## src/rtl/crc8pd_pkg.sv

```systemverilog
`timescale 1ns / 1ps
`default_nettype none
package crc8pd_pkg;

  // Frame geometry.
  localparam int PAYLOAD_BYTES = 48;
  localparam int POS_W = $clog2(PAYLOAD_BYTES + 1);
  localparam int ADDR_W = (PAYLOAD_BYTES > 1) ? $clog2(PAYLOAD_BYTES) : 1;

  // CRC-8 constants and header reset value.
  localparam logic [7:0] CRC_POLY     = 8'h07;
  localparam logic [7:0] CRC_INIT     = 8'h00;
  localparam logic [7:0] HEADER_RESET = 8'hAA;

  // Controller states.
  typedef enum logic [2:0] {
    ST_HUNT,
    ST_PAYLOAD,
    ST_CRC,
    ST_ECHO_HDR,
    ST_ECHO_RD,
    ST_ECHO_LD,
    ST_ECHO_CRC
  } state_t;

  // Commands from the controller to the datapath.
  typedef struct packed {
    logic pos_clr;
    logic pos_inc;
    logic crc_clr;
    logic crc_fold;
    logic mem_wr;
    logic mem_rd;
    logic load_hdr;
    logic load_data;
    logic load_crc;
  } cmd_t;

  // Status from the datapath to the controller.
  typedef struct packed {
    logic hdr_match;
    logic crc_match;
    logic pos_last;
    logic out_free;
  } status_t;

  // Fold one byte into the CRC, MSB first.
  function automatic logic [7:0] crc8_fold(input logic [7:0] crc, input logic [7:0] b);
    logic [7:0] c;
    c = crc ^ b;
    for (int i = 0; i < 8; i++) begin
      if (c[7]) begin
        c = {c[6:0], 1'b0} ^ CRC_POLY;
      end else begin
        c = {c[6:0], 1'b0};
      end
    end
    return c;
  endfunction

endpackage
`default_nettype wire

```

## src/rtl/crc8_packet_deframer.sv

```systemverilog
// Header-synchronized frame receiver with CRC-8 check (poly 0x07, MSB first, init 0, no
// final xor). While hunting, bytes other than the header value are dropped; a header byte
// opens a frame of PAYLOAD_BYTES payload bytes followed by one CRC byte. A frame streams in
// at one byte per clock. On a CRC match the frame is echoed as PAYLOAD_BYTES + 2 result
// transactions (header, payload, CRC with out_frame_last set). While the echo runs, in_ready
// stays low; each payload byte after the first needs an ST_ECHO_RD state before its
// ST_ECHO_LD state because the payload memory read is registered, and output stalls
// lengthen the echo. A mismatched frame is dropped silently. The header value register
// resets to 0xAA and should only be written while the block is idle.
`timescale 1ns / 1ps
`default_nettype none
module crc8_packet_deframer
  import crc8pd_pkg::*;
(
  input  wire logic       clk,
  input  wire logic       rst_n,
  input  wire logic       cfg_we,
  input  wire logic [7:0] cfg_header_value,
  input  wire logic       in_valid,
  output logic            in_ready,
  input  wire logic [7:0] in_byte,
  output logic            out_valid,
  input  wire logic       out_ready,
  output logic [7:0]      out_byte,
  output logic            out_frame_last
);

  cmd_t    cmd;
  status_t status;

  // Frame controller.
  crc8pd_ctrl u_ctrl (
    .clk      (clk),
    .rst_n    (rst_n),
    .in_valid (in_valid),
    .in_ready (in_ready),
    .status   (status),
    .cmd      (cmd)
  );

  // Payload store, CRC and output register.
  crc8pd_datapath u_dp (
    .clk              (clk),
    .rst_n            (rst_n),
    .cfg_we           (cfg_we),
    .cfg_header_value (cfg_header_value),
    .in_byte          (in_byte),
    .cmd              (cmd),
    .status           (status),
    .out_valid        (out_valid),
    .out_ready        (out_ready),
    .out_byte         (out_byte),
    .out_frame_last   (out_frame_last)
  );

endmodule
`default_nettype wire

```

## src/rtl/crc8pd_ctrl.sv

```systemverilog
`timescale 1ns / 1ps
`default_nettype none
module crc8pd_ctrl
  import crc8pd_pkg::*;
(
  input  wire logic    clk,
  input  wire logic    rst_n,
  input  wire logic    in_valid,
  output logic         in_ready,
  input  wire status_t status,
  output cmd_t         cmd
);

  state_t state_r;
  state_t state_nxt;

  // State register.
  always_ff @(posedge clk) begin
    if (!rst_n) begin
      state_r <= ST_HUNT;
    end else begin
      state_r <= state_nxt;
    end
  end

  // Next state and commands.
  always_comb begin
    state_nxt = state_r;
    cmd       = '0;
    in_ready  = 1'b0;
    case (state_r)
      ST_HUNT: begin
        in_ready = 1'b1;
        if (in_valid && status.hdr_match) begin
          cmd.pos_clr = 1'b1;
          cmd.crc_clr = 1'b1;
          state_nxt   = ST_PAYLOAD;
        end
      end
      ST_PAYLOAD: begin
        in_ready = 1'b1;
        if (in_valid) begin
          cmd.mem_wr   = 1'b1;
          cmd.crc_fold = 1'b1;
          cmd.pos_inc  = 1'b1;
          if (status.pos_last) begin
            state_nxt = ST_CRC;
          end
        end
      end
      ST_CRC: begin
        // The received CRC byte closes the frame either way.
        in_ready = 1'b1;
        if (in_valid) begin
          cmd.pos_clr = 1'b1;
          state_nxt   = status.crc_match ? ST_ECHO_HDR : ST_HUNT;
        end
      end
      ST_ECHO_HDR: begin
        cmd.mem_rd = 1'b1;
        if (status.out_free) begin
          cmd.load_hdr = 1'b1;
          state_nxt    = ST_ECHO_LD;
        end
      end
      ST_ECHO_RD: begin
        cmd.mem_rd = 1'b1;
        state_nxt  = ST_ECHO_LD;
      end
      ST_ECHO_LD: begin
        if (status.out_free) begin
          cmd.load_data = 1'b1;
          cmd.pos_inc   = 1'b1;
          state_nxt     = status.pos_last ? ST_ECHO_CRC : ST_ECHO_RD;
        end
      end
      ST_ECHO_CRC: begin
        if (status.out_free) begin
          cmd.load_crc = 1'b1;
          cmd.pos_clr  = 1'b1;
          state_nxt    = ST_HUNT;
        end
      end
      default: begin
        state_nxt = ST_HUNT;
      end
    endcase
  end

endmodule
`default_nettype wire

```

## src/rtl/crc8pd_datapath.sv

```systemverilog
`timescale 1ns / 1ps
`default_nettype none
module crc8pd_datapath
  import crc8pd_pkg::*;
(
  input  wire logic       clk,
  input  wire logic       rst_n,
  input  wire logic       cfg_we,
  input  wire logic [7:0] cfg_header_value,
  input  wire logic [7:0] in_byte,
  input  wire cmd_t       cmd,
  output status_t         status,
  output logic            out_valid,
  input  wire logic       out_ready,
  output logic [7:0]      out_byte,
  output logic            out_frame_last
);

  logic [7:0]       header_r;
  logic [POS_W-1:0] pos_r;
  logic [7:0]       crc_r;
  logic [7:0]       payload_mem [PAYLOAD_BYTES];
  logic [7:0]       rdata_r;
  logic             out_valid_r;
  logic [7:0]       out_byte_r;
  logic             out_last_r;
  logic             out_load;

  // Header register, written by the configuration port.
  always_ff @(posedge clk) begin
    if (!rst_n) begin
      header_r <= HEADER_RESET;
    end else if (cfg_we) begin
      header_r <= cfg_header_value;
    end
  end

  // Byte position counter, shared by payload capture and echo readout.
  always_ff @(posedge clk) begin
    if (!rst_n) begin
      pos_r <= '0;
    end else if (cmd.pos_clr) begin
      pos_r <= '0;
    end else if (cmd.pos_inc) begin
      pos_r <= pos_r + POS_W'(1);
    end
  end

  // Running CRC over the payload.
  always_ff @(posedge clk) begin
    if (!rst_n) begin
      crc_r <= CRC_INIT;
    end else if (cmd.crc_clr) begin
      crc_r <= CRC_INIT;
    end else if (cmd.crc_fold) begin
      crc_r <= crc8_fold(crc_r, in_byte);
    end
  end

  // Payload store: one write port, one registered read port.
  always_ff @(posedge clk) begin
    if (cmd.mem_wr) begin
      payload_mem[pos_r[ADDR_W-1:0]] <= in_byte;
    end
  end

  always_ff @(posedge clk) begin
    if (cmd.mem_rd) begin
      rdata_r <= payload_mem[pos_r[ADDR_W-1:0]];
    end
  end

  // Output register holding one result transaction.
  assign out_load = cmd.load_hdr | cmd.load_data | cmd.load_crc;

  always_ff @(posedge clk) begin
    if (!rst_n) begin
      out_valid_r <= 1'b0;
    end else if (out_load) begin
      out_valid_r <= 1'b1;
    end else if (out_ready) begin
      out_valid_r <= 1'b0;
    end
  end

  always_ff @(posedge clk) begin
    if (out_load) begin
      out_last_r <= cmd.load_crc;
      if (cmd.load_hdr) begin
        out_byte_r <= header_r;
      end else if (cmd.load_data) begin
        out_byte_r <= rdata_r;
      end else begin
        out_byte_r <= crc_r;
      end
    end
  end

  assign out_valid      = out_valid_r;
  assign out_byte       = out_byte_r;
  assign out_frame_last = out_last_r;

  // Status back to the controller.
  assign status.hdr_match = (in_byte == header_r);
  assign status.crc_match = (in_byte == crc_r);
  assign status.pos_last  = (pos_r == POS_W'(PAYLOAD_BYTES - 1));
  assign status.out_free  = ~out_valid_r | out_ready;

endmodule
`default_nettype wire

```

## config.mk

```make
export PLATFORM = sky130hd
export DESIGN_NAME = crc8_packet_deframer
export DESIGN_NICKNAME = d
export VERILOG_FILES = /design/src/rtl/crc8pd_pkg.sv /design/src/rtl/crc8_packet_deframer.sv /design/src/rtl/crc8pd_ctrl.sv /design/src/rtl/crc8pd_datapath.sv
export SDC_FILE = /design/constraint.sdc
export NUM_CORES = 1
export LEC_CHECK = 0
export BUFFER_PORTS_ARGS = -buffer_cell sky130_fd_sc_hd__buf_2
export CAP_MARGIN = 20
export CORE_UTILIZATION = 55
export CTS_CLUSTER_SIZE = 25
export DETAILED_ROUTE_END_ITERATION = 8
export PLACE_DENSITY_LB_ADDON = 0.25
export SKIP_LAST_GASP = 1
export SYNTH_ARGS = -nofsm -noshare
export SYNTH_HDL_FRONTEND = slang
export SYNTH_SLANG_ARGS = --single-unit
```

## constraint.sdc

```tcl
create_clock -name clk -period 6.2 [get_ports clk]
set_input_delay 0.31 -clock clk [delete_from_list [all_inputs] [get_ports clk]]
set_output_delay 0.31 -clock clk [all_outputs]
set_load 0.005 [all_outputs]
```

==> results by group <==
CTS
  – CTS Sinks: 427
  – Post-CTS setup buffer count: 0
  – Clk_lat worst skew: about 0.55 ns
  – Clk slew on worst S/H paths: around 0.06 ns
  – TritonCTS Buffers: 43
  – # H-tree levels: 2
  – CTS Root Buffer Type: clkbuf_16
  – CTS max path bufs: 3
  – CTS tree: done

Worst setup path
  – CP Launch Type: flip-flop
  – Critical-path top delay cell: dfxtp_4
  – Reg2Reg Depth: 6
  – Critical path peak fanout: 53
  – Crit path buf inv count: 1
  – Crit end category: flip-flop
  – CP top delay family: compound AO/OA/AOI/OAI gates
  – Worst-path cell chain: buf_4 -> nor2_2 -> a221oi_1 -> o22ai_1 -> a22o_1 -> a311o_1
  – Data required, critical path: between 6 and 7 ns
  – CP Class: flip-flop to flip-flop
  – Critical Path Stages: 6
  – Worst endpoint data arrival time: roughly 3.7 ns
  – Slowest stage delay, CP: 0.89 ns

Worst hold path
  – Hold WC Path Type: primary input to flip-flop
  – Hold Path Depth: 3

Drt
  – Via count: 9964
  – Drc violations: 6
  – Vias/cell: ~6.6
  – Post-DRT Antenna Nets: 0
  – Post-Route WL: about 42000 um
  – 1st-iter DRT viols: about 1400
  – Routed WL per cell: about 28 um
  – Drt pass-1 iters: 9

Synthesis
  – Synthesized cell area: between 15000 and 20000 sq um
  – Cells after Synth: 1044
  – Synth Area per Inst: ~17 sq um
  – Synth top area share: a little over two thirds
  – Yosys top cell by area: edfxtp_1
  – Ys flop type: edfxtp_1
  – Dominant cell by count in the synthesized netlist: edfxtp_1
  – Library cells used by synthesis: 71
  – Fraction of registers with async set/reset: 0%
  – EDFF count, synth: approximately 400
  – Largest cells by area after synthesis: edfxtp_1 (69%), mux4_2 (3.6%), mux2i_1 (3.2%), dfxtp_1 (3.0%), mux2_2 (2.7%)
  – Synth Net Count: between 1000 and 1500
  – Synth cell count leaders: edfxtp_1 (401), nor2_1 (88), mux2i_1 (56)
  – Yosys Warn Count: 0
  – Yosys reg bits: 427
  – Register area share after synthesis: approximately 72%

Timing
  – Tcrit/Tclk final: 54.7%
  – Layout Skew: about 0.026 ns
  – Final setup viols: 0
  – Relative slew slack: between 30% and 40%
  – RSZ-0062 raised after global routing: false
  – Fin Setup TNS: 0 ns
  – Min Clock Period, post-route: between 3 and 4 ns
  – Final worst slack: approximately 2.8 ns
  – Fin. Hold Viols: 0
  – Fmax: 295 MHz
  – Slew Viols, Final: 0
  – Actual slew at the worst max-slew pin: about 1 ns

Placed design
  – Port bufs: 31
  – DP HPWL: between 20000 and 30000 um
  – Setup slack at placement: about 2.9 ns
  – Routability cong.: 0.873
  – Dpl cells: approximately 1400

Floorplanning
  – Initial Utilization: 56.3%
  – DIE HEIGHT: roughly 180 um
  – I/O pin count: 32
  – Die ar.: 32200 sq um
  – Die Wd: 180 um
  – CORE AREA: slightly above 30000 sq um
  – Row cnt: 64

GRT
  – Largest net degree at the start of global routing: 54
  – GRT Util Overall: 26.5%
  – Vias in the first global route: around 9700
  – Antenna violations before repair: 0
  – First-pass GRT wire length: ~63000 um
  – Remaining Overflow, GRT: 0

Power and ir drop
  – Leakage power: around 6 nW
  – Pwr Density: between 300 and 400 nW/um^2
  – Worst VDD drop: 253 uV

Final layout
  – Synth-to-Final Area Change: 11.7%
  – # nets final: roughly 1100
  – Final Core Density: 62.9%
  – Antenna Cells: 0
  – Share of post-route cells with drive strength above 1: 18.1%
  – Fin cells: 1517

Status
  – Status: complete, but fails checks
  – Failing checks: DRC

Job
  – Max-cap viol count: 0
## cells in the final DEF, fill, tap and decap left out, types with 10 or more instances in the layout
| cell type | count |
|---|---|
| a21oi_1 | 33 |
| nand2_1 | 39 |
| dfxtp_1 | 23 |
| o22ai_1 | 15 |
| xor2_1 | 13 |
| mux2i_1 | 56 |
| a22oi_1 | 36 |
| clkbuf_16 | 44 |
| nor2_1 | 88 |
| clkinv_2 | 10 |
| a221oi_1 | 28 |
| mux4_2 | 28 |
| edfxtp_1 | 401 |
| nand3_1 | 11 |
| xnor2_1 | 16 |
| mux2_2 | 41 |
| o21ai_0 | 15 |
| buf_2 | 31 |
| o211ai_1 | 10 |
| buf_4 | 22 |
## where the power goes
part | switching [mW] | internal (mW) | total, mW
Sequential | 0.00343 | 3.15 | 3.15
Combinational | 0.0701 | 0.0318 | 0.102
Clock | 1.07 | 1.62 | 2.69
Total | 1.15 | 4.80 | 5.94
## cell families after synthesis
group / synth area share, %
mux: 10.1
buf+inv: 2.30
fa+ha+maj: 0.289
flops: 72.4
compound gates: 7.83
xor+xnor: 2.00
simple gates: 5.04
## state kept, by name, indices dropped and copies added (netlist names)
register	count
u_dp.pos_r	6
u_dp.out_frame_last	1
u_dp.rdata_r	8
u_dp.out_byte	8
u_ctrl.state_r	3
u_dp.header_r	8
u_dp.payload_mem	384
u_dp.out_valid	1
u_dp.crc_r	8
## path summary, 6_finish.rpt
path | startpoint | to | slack (ns)
max | u_dp.pos_r[2]$_SDFFE_PP0P_ | u_dp.rdata_r[3]$_DFFE_PP_ | 2.81
min | cfg_header_value[2] | u_dp.header_r[2]$_SDFFE_PN0P_ | 0.03
max reg2reg | u_dp.pos_r[2]$_SDFFE_PP0P_ | u_dp.rdata_r[3]$_DFFE_PP_ | 2.81
min reg2reg | u_dp.crc_r[3]$_SDFFE_PP0P_ | u_dp.crc_r[3]$_SDFFE_PP0P_ | 0.54
## per-layer routing
layer,track usage (%),up-vias,share of wire (%)
met2,40.3,609,46
met3,4.19,95,9.3
li1,-,4235,-
met4,9.76,0,3.3
met1,39.1,5025,41
met5,0,-,0
## tightest hold or removal path: stages
cell and delay, ns:
buf_2 0.08, mux2i_1 0.06, nor2_1 0.09
## layout make-up
class	instances	area, sq um
sequential	427	12600
fill	2187	11400
multi-input combinational	544	4400
clock buffer	54	1160
tap	396	495
timing repair buffer	62	412
clock inverter	26	312
inverter	8	30.0
## per-stage QoR
step                      hold WS [ns]  instance area (sq um)  total power [mW]
final                           0.0319                  19400              5.94
after global routing            0.0609                  19400              6.07
after CTS                       0.0172                  19400              5.96
after global placement           0.511                  17800              3.31
after detailed placement         0.517                  17800              3.31
after floorplan                  0.372                  17300              3.25
## timing repair
action	in CTS	in global routing
gates resized for setup	0	0
hold buffers	8	0
endpoints found under the hold margin	7	0
Note: power is estimated with default switching activity, not from simulation.
